### config.mk
export PLATFORM = sky130hd
export DESIGN_NAME = d2d_cfg_regs
export DESIGN_NICKNAME = d
export VERILOG_FILES = /design/src/hw/rtl/d2d_pkg.sv /design/src/hw/rtl/d2d_cfg_regs.sv
export SDC_FILE = /design/constraint.sdc
export NUM_CORES = 1
export LEC_CHECK = 0
export ABC_AREA = 1
export BUFFER_PORTS_ARGS = -buffer_cell sky130_fd_sc_hd__buf_2
export CAP_MARGIN = 20
export CORE_ASPECT_RATIO = 2
export CORE_UTILIZATION = 54
export DETAILED_ROUTE_END_ITERATION = 6
export PLACE_DENSITY_LB_ADDON = 0.12
export SLEW_MARGIN = 20
export SYNTH_ARGS = -nofsm -noshare
export SYNTH_HDL_FRONTEND = slang
export SYNTH_SLANG_ARGS = --single-unit
export TNS_END_PERCENT = 50
### constraint.sdc
create_clock -name clk -period 2.7 [get_ports clk]
set_input_delay 0.54 -clock clk [delete_from_list [all_inputs] [get_ports clk]]
set_output_delay 0.54 -clock clk [all_outputs]
set_load 0.01 [all_outputs]
### src/hw/rtl/d2d_pkg.sv
// shared types and constants for the disparity to depth pixel core
`timescale 1ns / 1ps

package d2d_pkg;

  localparam int unsigned RAW_W   = 16;
  localparam int unsigned D80_W   = 20;
  localparam int unsigned MDISP_W = 16;
  localparam int unsigned OFS_W   = 20;
  localparam int unsigned BIAS_W  = 21;
  localparam int unsigned DEN_W   = 21;
  localparam int unsigned FB_W    = 32;
  localparam int unsigned MD_W    = 32;
  localparam int unsigned NUM_W   = 39;
  localparam int unsigned DIVD_W  = 49;
  localparam int unsigned PROD_W  = MD_W + DEN_W;
  localparam int unsigned Q_W     = 32;
  localparam int unsigned VAL_W   = 32;
  localparam int unsigned CDATA_W = 32;

  localparam logic [MDISP_W-1:0] DISP_HIGH_MAX = 16'd950;
  localparam logic [D80_W-1:0]   UNITS_8BIT    = 20'd80;
  localparam logic [D80_W-1:0]   UNITS_8BIT_HI = 20'd8;
  localparam logic [D80_W-1:0]   UNITS_16BIT   = 20'd10;
  localparam logic [NUM_W-1:0]   UNITS_NUM     = 39'd80;
  localparam logic [DIVD_W-1:0]  UNITS_MM      = 49'd80000;
  localparam logic [VAL_W-1:0]   MM_SAT        = 32'h0000_FFFF;

  localparam logic [MDISP_W-1:0] RST_MAX_DISP  = 16'd95;
  localparam logic [MD_W-1:0]    RST_MAX_DEPTH = 32'hFFFF_FFFF;

  typedef enum logic [2:0] {
    REG_DISP_FMT   = 3'd0,
    REG_MAX_DISP   = 3'd1,
    REG_DRV_OFS    = 3'd2,
    REG_BIAS       = 3'd3,
    REG_FOCAL_BL   = 3'd4,
    REG_MAX_DEPTH  = 3'd5,
    REG_IGN_ZERO   = 3'd6,
    REG_DEPTH_FMT  = 3'd7
  } reg_idx_t;

  typedef struct packed {
    logic               disp_fmt;
    logic [MDISP_W-1:0] max_disp;
    logic [OFS_W-1:0]   drv_ofs;
    logic [BIAS_W-1:0]  bias;
    logic [FB_W-1:0]    focal_bl;
    logic [MD_W-1:0]    max_depth;
    logic               ign_zero;
    logic               depth_fmt;
  } cfg_t;

  localparam cfg_t CFG_RST = '{
    disp_fmt:  1'b0,
    max_disp:  RST_MAX_DISP,
    drv_ofs:   '0,
    bias:      '0,
    focal_bl:  '0,
    max_depth: RST_MAX_DEPTH,
    ign_zero:  1'b0,
    depth_fmt: 1'b0
  };

  typedef struct packed {
    logic             ok;
    logic             ovf;
    logic [DEN_W-1:0] uden;
    logic [DEN_W-1:0] rem;
    logic [Q_W-1:0]   dq;
  } div_item_t;

endpackage

### src/hw/rtl/d2d_cfg_regs.sv
// configuration register file
`timescale 1ns / 1ps

module d2d_cfg_regs (
  input  logic                         clk,
  input  logic                         rst_n,
  input  logic                         cfg_valid,
  output logic                         cfg_ready,
  input  logic [2:0]                   cfg_index,
  input  logic [d2d_pkg::CDATA_W-1:0]  cfg_data,
  output d2d_pkg::cfg_t                cfg
);

  d2d_pkg::cfg_t cfg_r;
  d2d_pkg::cfg_t cfg_nxt;

  assign cfg_ready = 1'b1;
  assign cfg       = cfg_r;

  always_comb begin
    cfg_nxt = cfg_r;
    if (cfg_valid) begin
      unique case (d2d_pkg::reg_idx_t'(cfg_index))
        d2d_pkg::REG_DISP_FMT:  cfg_nxt.disp_fmt  = cfg_data[0];
        d2d_pkg::REG_MAX_DISP:  cfg_nxt.max_disp  = cfg_data[d2d_pkg::MDISP_W-1:0];
        d2d_pkg::REG_DRV_OFS:   cfg_nxt.drv_ofs   = cfg_data[d2d_pkg::OFS_W-1:0];
        d2d_pkg::REG_BIAS:      cfg_nxt.bias      = cfg_data[d2d_pkg::BIAS_W-1:0];
        d2d_pkg::REG_FOCAL_BL:  cfg_nxt.focal_bl  = cfg_data[d2d_pkg::FB_W-1:0];
        d2d_pkg::REG_MAX_DEPTH: cfg_nxt.max_depth = cfg_data[d2d_pkg::MD_W-1:0];
        d2d_pkg::REG_IGN_ZERO:  cfg_nxt.ign_zero  = cfg_data[0];
        d2d_pkg::REG_DEPTH_FMT: cfg_nxt.depth_fmt = cfg_data[0];
        default:                cfg_nxt = cfg_r;
      endcase
    end
  end

  always_ff @(posedge clk) begin
    if (!rst_n) begin
      cfg_r <= d2d_pkg::CFG_RST;
    end else begin
      cfg_r <= cfg_nxt;
    end
  end

endmodule

## After elaboration in Yosys (flattened, before gate mapping)

Cells that the tools add are included.

- Add/sub/neg operators: 0
- Multiply operators: 0
- Divide/modulo/power cells: 0
- Magnitude comparators: 0
- Equal/unequal tests: 7
- Shifts and indexed selects: 0
- Muxes and demuxes: 0
- Bitwise logic cells: 0
- Reduce and logical (&&, ||, !) cells: 9

Operator list:

| operator | number |
|---|---|
| AND reduction 2 bit | 8 |
| == test 3 bit (second input constant) | 4 |
| == test 3 x 2 -> 1 bit (second input constant) | 2 |
| == test 3 x 1 -> 1 bit (second input constant) | 1 |
| zero test 3 bit | 1 |

- Bits in registers: 124
- Latch bits: 0
- Memory bits (writable): 0
- Bits in read-only memories: 0
- Memories kept: 0

## Longest topological paths before layout

Gate-level depths: netlist of the first run.

- Word-level depth: 2
- Gate-level depth with buffers: 6

## Worst setup path after synthesis of the first run

Ideal clock, no wire load.

- Kind: input to register
- Start point: input rst_n
- End point: register cfg_r, in the netlist cfg[10]
- Data arrival time: 1.206 ns
- Path slack: 1.364 ns
- Stages on the path: 4
- Cells stage by stage: buf_2 buf_2 clkbuf_1 nand3_1

RTL lines:

| element | line | RTL |
|---|---|---|
| start, declared | d2d_cfg_regs.sv:6 | `input logic rst_n,` |
| end signal, assigned | d2d_cfg_regs.sv:39 | `cfg_r <= d2d_pkg::CFG_RST;` |
| end signal, assigned | d2d_cfg_regs.sv:41 | `cfg_r <= cfg_nxt;` |
| end, declared | d2d_cfg_regs.sv:14 | `d2d_pkg::cfg_t cfg_r;` |

No word-level cell between the ends.

## Worst setup path after layout of the first run

- Start point: input cfg_index[2]
- End point: register cfg_r, in the netlist cfg[100]

- Longest elaborated chain between the ends: 2

RTL lines:

| element | line | RTL |
|---|---|---|
| start, declared | d2d_cfg_regs.sv:9 | `input logic [2:0] cfg_index,` |
| == test 3 x 2 -> 1 bit | d2d_cfg_regs.sv:23 | `unique case (d2d_pkg::reg_idx_t'(cfg_index))` |
| AND reduction 2 bit (no source line) | n/a |  |

Every way passes these cells.
A chain may end at the register's enable or synchronous reset.

==> flow_summary.toml, run 1 <==
[detailed_routing]
dr_total_vias = 4756
drtIter0Drc = 292
drc = 0
vias_per_cell = 5.12
drt_wl_total_mm = 14.1
dr.pass1.iters = 7
ant_nets = 0
wl_per_cell_um = 15.2

[critical_path]
cp_slowest_cell = "nor2_1"
end_kind = "flip-flop"
critPathKind = "input port to flip-flop"
setup.worst_path.start_class = "input port"
crit_top_cell = "nor2_1"
path_cells = "buf_2 > inv_1 > nand2_1 > nor2_1 > buf_4 > nor2_1 > nor2_1"
cp_max_fo = 12
worstPathRequired_ps = 3040
crit_arrival_ps = 1830
max_stage_delay_ps = 500

[clocking]
h-tree-depth = 4
numCtsBuffers = 17
clock_latency_ps = 410
clk_path_buf_depth = 2
cts_tree = "yes"
path_clk_slew_ps = 60
cts_root_buf = "clkbuf_16"
postCtsHoldBufs = 0
clkSinkCount = 124
post-cts-setup-buffers = 0
ctsResizeCount = 0

[synthesis]
ys_ff_latch = 124
netlist_instances = 673
ys.flop_type = "dfxtp_1"
yosys-top-cells-area = "dfxtp_1 51%, nor2_1 13%, nand2_1 13%"
yosysWarnings = 0
synth.net_count = 711
yosysTopAreaCell = "dfxtp_1"
syn_area_mm2 = 0.00484
yosys.area.top_type_share_pct = 51.3
async_flop_share_pct = 0
ys_seq_area_share_pct = 51.3
synth.most_common_cell = "nor2_1"
ys_types = 16
yosys-top-cells-count = "172 x nor2_1, 169 x nand2_1, 124 x dfxtp_1"
syn_area_per_cell_um2 = 7.19
synth_edf_count = 0

[flow_run]
maxCapViolCount = 0

[sta]
timing.slew.headroom_pct = 42.5
setup_ws_ps = 1210
hold_viol = 0
fin_skew_ps = 0
setup_viol = 0
min_period_over_period_pct = 55.0
rsz0062_at_grt = "false"
period_minus_slack_ps = 1490
slew_viol_final = 0
tns_ps = 0
max_freq_ghz = 0.673
worst_pin_slew_ps = 861

[power]
powerDensity_mw_per_mm2 = 747
peakVddDrop_v = 0.000516
leakagePower_uw = 0.00313

[grt]
grt_use_met3_pct = 8.98
top_usage_layer = "met2"
antenna_found_initial = 0
grt_usage_pct = 31.6
grt_max_degree = 69
grt_pass1_wl_mm = 21.4
grt_use_met2_pct = 56.2
grt_pass1_vias = 4485
grt-ovfl-total = 0
gr-usage-met1_pct = 30.6

[cells_and_area]
drive_gt1_share_pct = 25.8
fin_cells = 929
antennaDiodeCount = 0
nNetsFinal = 854
largest_reg_flops = 124
area.growth.synth_to_final_pct = 28.7

[placed_design]
dp.cells = 897
globalplace.congestion = 0.848
port_buffers = 161
dp_hpwl_mm = 10.0
pre_cts_slack_ps = 806

[status]
outcome = "finished, final reports clean"

[floorplan]
io_pins = 163
die_w_um = 68.9
dieArea_mm2 = 0.00936
core_mm2 = 0.00865
die_y_um = 136
start_util_pct = 55.9
rows = 48

[min_path]
hold_class = "input port to flip-flop"
==> report_power, final <==
part	total (µW)	internal [µW]	leakage, µW	switching [µW]
Combinational	411	142	0.00183	269
Clock	2310	1470	0.000292	839
Sequential	1930	1900	0.00101	33.0
Total	4650	3510	0.00313	1140
==> cells in the final DEF (no fill, tap or decap) <==
cell type / instances
nor2_4: 3
conb_1: 1
clkinv_4: 5
buf_4: 7
nand3_1: 112
nand2_1: 169
clkbuf_8: 1
inv_1: 24
a21oi_1: 2
clkbuf_16: 17
bufinv_16: 3
nor2_1: 172
nand2_2: 2
clkinvlp_4: 3
clkinv_2: 3
inv_2: 3
buf_12: 2
buf_2: 160
nor2_2: 5
dfxtp_1: 124
nand3b_1: 11
==> cell type report <==
type                       count  area, µm²
clock buffer                  18        439
clock inverter                14        171
fill                         765       2420
inverter                      27        101
multi-input combinational    477       2010
sequential                   124       2480
tap                          100        125
timing repair buffer         169        893
==> metal layers <==
metal / share of wire (%) / vias to the layer above
met5: 0 / -
met4: 5.0 / 0
met3: 5.5 / 45
met2: 55 / 174
met1: 35 / 2154
li1: - / 2383
==> logic make-up (layout without fill, tap and decap cells) <==
| family | after synthesis | after routing | synth area share [%] |
|---|---|---|---|
| buf+inv | 72 | 228 | 7.04 |
| flops | 124 | 124 | 51.3 |
| simple gates | 474 | 474 | 41.4 |
| compound gates | 2 | 2 | 0.207 |
| other cells | 1 | 1 | 0.0775 |
==> path summary, 6_finish.rpt <==
check                             startpoint        to  slack (ps)  depth (start not counted)
worst min-delay path            cfg_data[22]   cfg[24]         350                          3
worst max register to register        cfg[5]    cfg[5]        2090                          2
worst min register to register       cfg[17]   cfg[17]         450                          2
worst max-delay path            cfg_index[2]  cfg[100]        1210                          7
==> stage by stage <==
stage / utilization [%] / hold WS (ps) / total power (µW) / instance area (µm²)
2_1_floorplan: - / 489 / 2210 / 4840
3_3_place_gp: 64.9 / 436 / 2370 / 5620
3_5_place_dp: 64.9 / 440 / 2380 / 5620
4_1_cts: 72.0 / 344 / 4670 / 6230
5_1_grt: 72.0 / 367 / 4800 / 6230
6_report: 72.0 / 352 / 4650 / 6230
==> critical path: cells and delay by family <==
| kind | cells | cell delay, ps |
|---|---|---|
| simple gates | 4 | 810 |
| buf+inv | 3 | 480 |
Power figures use the tool's default switching activity.
==> inputs of run 2 (changes only) <==
CORE_UTILIZATION = 45   (was 54)
clock period = 1.3 ns   (was 2.7 ns; I/O delays follow)
==> run 2 against run 1 <==
Compared with the run above: total power rose by 110%; clock skew did not move; sequential cell count did not move; largest power group unchanged; highest routed layer unchanged.
==> flow_summary.toml, run 2 (synthesis gave the netlist of run 1 again) <==
[placed_design]
globalplace.congestion = 0.796
dp.cells = 942
port_buffers = 161
dp_hpwl_mm = 10.3

[critical_path]
worstPathRequired_ps = 1040
critical_path_buf_inv_count = 1
cp_slowest_cell = "dfxtp_1"
cp_max_fo = 2
startpoint = "cfg[108]"
setup.worst_path.start_class = "flip-flop"
path_delay_family = "flip-flops"
end_kind = "output pin"
critPathKind = "flip-flop to output pin"
path_cells = "buf_2"
worstReg2RegStart = "cfg[108]"
crit_arrival_ps = 940
max_stage_delay_ps = 380

[cells_and_area]
fin_cells = 973
antennaDiodeCount = 0
largest_reg_flops = 124
register_area_mm2 = 0.00248
multi_input_area_mm2 = 0.00201
layout_commonest_cell = "nor2_1"
fin_util_pct = 61.6
final_cell_mix = "172 x nor2_1, 169 x nand2_1, 160 x buf_2, 124 x dfxtp_1, 112 x nand3_1"
n_fill_cell = 1001
drive_gt1_share_pct = 26.1
area.growth.synth_to_final_pct = 33.4
nNetsFinal = 862

[clocking]
numCtsBuffers = 17
clk_path_buf_depth = 2
h-tree-depth = 4
ctsResizeCount = 0
cts_tree = "yes"
clock_latency_ps = 410
post-cts-setup-buffers = 0
cts_root_buf = "clkbuf_16"
clkSinkCount = 124
postCtsHoldBufs = 0
path_clk_slew_ps = 50

[min_path]
hold_class = "input port to flip-flop"
min_from = "cfg_data[25]"

[detailed_routing]
drt_wl_total_mm = 14.3
dr_total_vias = 4802
ant_nets = 0
dr.pass1.iters = 6
drc = 0
drtIter0Drc = 235
wl_per_cell_um = 14.7
vias_per_cell = 4.94

[floorplan]
dieArea_mm2 = 0.0112
core_mm2 = 0.0105
io_pins = 163
rows = 53
die_w_um = 75.3
die_y_um = 149
start_util_pct = 46.2

[power]
p_comb_share_pct = 9.4
pwr-share-clk_pct = 49.1
p_seq_share_pct = 41.5
p_total_uw = 9680
leakagePower_uw = 0.00322
swShare_pct = 23.3
p_sw_uw = 2260
cell_internal_pwr_uw = 7420
powerDensity_mw_per_mm2 = 1500
peakVddDrop_v = 0.000930

[sta]
setup_viol = 0
tns_ps = 0
period_minus_slack_ps = 1200
slew_viol_final = 0
max_freq_ghz = 0.830
rsz0062_at_grt = "false"
fin_skew_ps = 0
min_period_over_period_pct = 92.6
hold_viol = 0

[grt]
grt_pass1_vias = 4482
antenna_found_initial = 0
grt-ovfl-total = 0
grt_usage_pct = 26.5
grt_pass1_wl_mm = 21.8
grt_max_degree = 46

[flow_run]
maxCapViolCount = 0

[status]
outcome = "finished, final reports clean"
-- run 2: final timing paths --
kind / end / slack, ps / cells after the start
setup / recovery: cfg[108] / 100 / 1
hold / removal: cfg[27] / 70 / 3
setup reg to reg: cfg[108] / 700 / 2
hold reg to reg: cfg[27] / 450 / 2
-- run 2: area by class of cell --
cell class / count / area share (%)
clock buffer: 23 / 7.41
clock inverter: 8 / 1.78
inverter: 27 / 1.57
multi-input combinational: 477 / 31.2
sequential: 124 / 38.5
tap: 137 / 2.66
timing repair buffer: 177 / 16.9
-- run 2: layer usage --
layer,track usage (%),share of wire [%]
met2,47.0,54
met4,15.8,4.0
met5,0,0
met1,27.0,36
met3,6.03,5.3
-- run 2: power by group through the flow --
stage	registers, µW	clock network, µW	logic [µW]
after floorplan	4150	0	453
after global placement	4090	0	895
after detailed placement	4090	0	910
after CTS	4010	4790	914
after global routing	4020	4980	1000
final	4010	4760	912
-- run 2: per-stage QoR --
stage | hold WS [ps] | worst slack (ps) | cell area, µm²
floorplan | 373 | 244 | 4840
finish | 66.0 | 95.7 | 6450
global route | 68.1 | 66.6 | 6450
CTS | 57.7 | 86.3 | 6450
global placement | 434 | 121 | 5860
detailed placement | 442 | 84.1 | 5860
==> inputs of run 3 (changes only) <==
GPL_ROUTABILITY_DRIVEN = 0   (was not set)
RECOVER_POWER = 100   (was not set)
==> run 3 against run 2 <==
Compared with the run above: core utilization shrank 2.2 points; critical path depth is the same; clock skew is the same; combinational power shrank 6.3%; maximum frequency shrank 1.8%; worst setup slack lost 22 ps; hold slack gained 3.0 ps; sequential power is essentially flat; sequential cell count is the same; non-clock buffer count is the same; critical endpoint is now cfg[109]; highest routed layer unchanged.
==> flow_summary.toml, run 3 (synthesis gave the netlist of run 1 again) <==
[status]
outcome = "finished, final reports clean"

[detailed_routing]
met2_length_mm = 7.80
routed.top_layer = "met4"
drtIter0Drc = 225
dr_total_vias = 4838
dr.pass1.iters = 5
wl_per_cell_um = 14.7
ant_nets = 0
drt_wl_total_mm = 14.3
vias_per_cell = 4.97
wl_met3_um = 827
wl_met1_mm = 5.13
drc = 0

[grt]
grt-ovfl-total = 0
grt_pass1_vias = 4482
grt_usage_pct = 26.5
grt_pass1_wl_mm = 21.8
grt_max_degree = 46
antenna_found_initial = 0

[sta]
slew_viol_final = 0
max_freq_ghz = 0.815
rsz0062_at_grt = "false"
timing.slew.headroom_pct = 51.1
min_period_over_period_pct = 94.3
worst_pin_slew_ps = 733
period_minus_slack_ps = 1230
setup_viol = 0
hold_viol = 0
fin_skew_ps = 0
tns_ps = 0

[critical_path]
end_kind = "output pin"
cp_slowest_cell = "dfxtp_1"
critical_path_buf_inv_count = 1
max_stage_delay_ps = 390
rrSetupSlack_ps = 690
crit_arrival_ps = 970
path_cells = "clkbuf_1"
worstPathRequired_ps = 1040
cp_max_fo = 2
r2r_end = "cfg[66]"
path_delay_family = "flip-flops"
worstReg2RegStart = "cfg[66]"
r2r_cells = 2
critPathKind = "flip-flop to output pin"
setup.worst_path.start_class = "flip-flop"

[floorplan]
io_pins = 163
die_y_um = 149
start_util_pct = 46.2
core_mm2 = 0.0105
dieArea_mm2 = 0.0112
rows = 53
die_w_um = 75.3

[min_path]
hold_class = "input port to flip-flop"
holdPathEnd = "cfg[27]"
holdPathStages = 3
min_from = "cfg_data[25]"

[cells_and_area]
final_cell_mix = "174 x nor2_1, 169 x nand2_1, 128 x clkbuf_1, 124 x dfxtp_1, 112 x nand3_1"
drive_gt1_share_pct = 10.9
area.growth.synth_to_final_pct = 28.7
largest_reg_flops = 124
antennaDiodeCount = 0
nNetsFinal = 862
fin_area_mm2 = 0.00623
layout_commonest_cell = "nor2_1"

[power]
pwr-share-clk_pct = 49.4
swShare_pct = 23.4
cell_internal_pwr_uw = 7370
p_seq_share_pct = 41.8
peakVddDrop_v = 0.000931
p_sw_uw = 2250
leakagePower_uw = 0.00279
powerDensity_mw_per_mm2 = 1550
p_comb_share_pct = 8.9

[placed_design]
port_buffers = 161
placed_area_mm2 = 0.00586
dp_hpwl_mm = 10.3

[clocking]
postCtsHoldBufs = 0
clkSinkCount = 124
clk_path_buf_depth = 2
ctsResizeCount = 0
h-tree-depth = 4
post-cts-setup-buffers = 0
path_clk_slew_ps = 50
cts_root_buf = "clkbuf_16"
numCtsBuffers = 17
clock_latency_ps = 410
cts_tree = "yes"

[flow_run]
maxCapViolCount = 0
==> run 3: cell count changes in the layout (fill, tap and decap cells not counted), sizes merged <==
cell	change
buf	-128
clkbuf	+128
==> run 3: per-layer routing <==
layer	global-route usage, %	vias up
li1	-	2402
met1	27.0	2214
met2	47.0	186
met3	6.03	36
met4	15.8	0
met5	0	-
==> run 3: area by class of cell <==
cell class	instances	area, µm²
clock buffer	23	478
clock inverter	8	115
fill	1070	4250
inverter	27	101
multi-input combinational	477	2000
sequential	124	2480
tap	137	171
timing repair buffer	177	875
==> run 3: worst max path at each step <==
stage                            start        to  cells past startpoint  slack, ps
final                         cfg[109]  cfg[109]                      1         70
after detailed placement  cfg_index[2]   cfg[88]                      7         80
after global placement    cfg_index[2]   cfg[87]                      7        120
after floorplan                  rst_n   cfg[10]                      4        240
after CTS                      cfg[75]   cfg[75]                      1         90
after global routing           cfg[75]   cfg[75]                      1         40
==> run 3: per-stage QoR <==
step / hold slack, ps / cells / utilization [%] / setup WS, ps / total power [µW]
2_1_floorplan: 373 / 673 / - / 244 / 4600
3_3_place_gp: 434 / 942 / 55.9 / 121 / 4980
3_5_place_dp: 442 / 942 / 55.9 / 84.1 / 5000
4_1_cts: 57.7 / 973 / 61.6 / 86.3 / 9710
5_1_grt: 68.1 / 973 / 59.4 / 44.0 / 9960
6_report: 69.0 / 973 / 59.4 / 73.5 / 9620
==> run 3: power by group through the flow <==
stage	combinational, µW	sequential, µW	clock, µW
final	855	4020	4750
after global routing	946	4030	4980
after CTS	914	4010	4790
after detailed placement	910	4090	0
after global placement	895	4090	0
after floorplan	453	4150	0
==> run 3: worst min-delay path, cell delays in order <==
cell and delay (ps):
buf_2 80, nand2_1 50, nand3_1 60
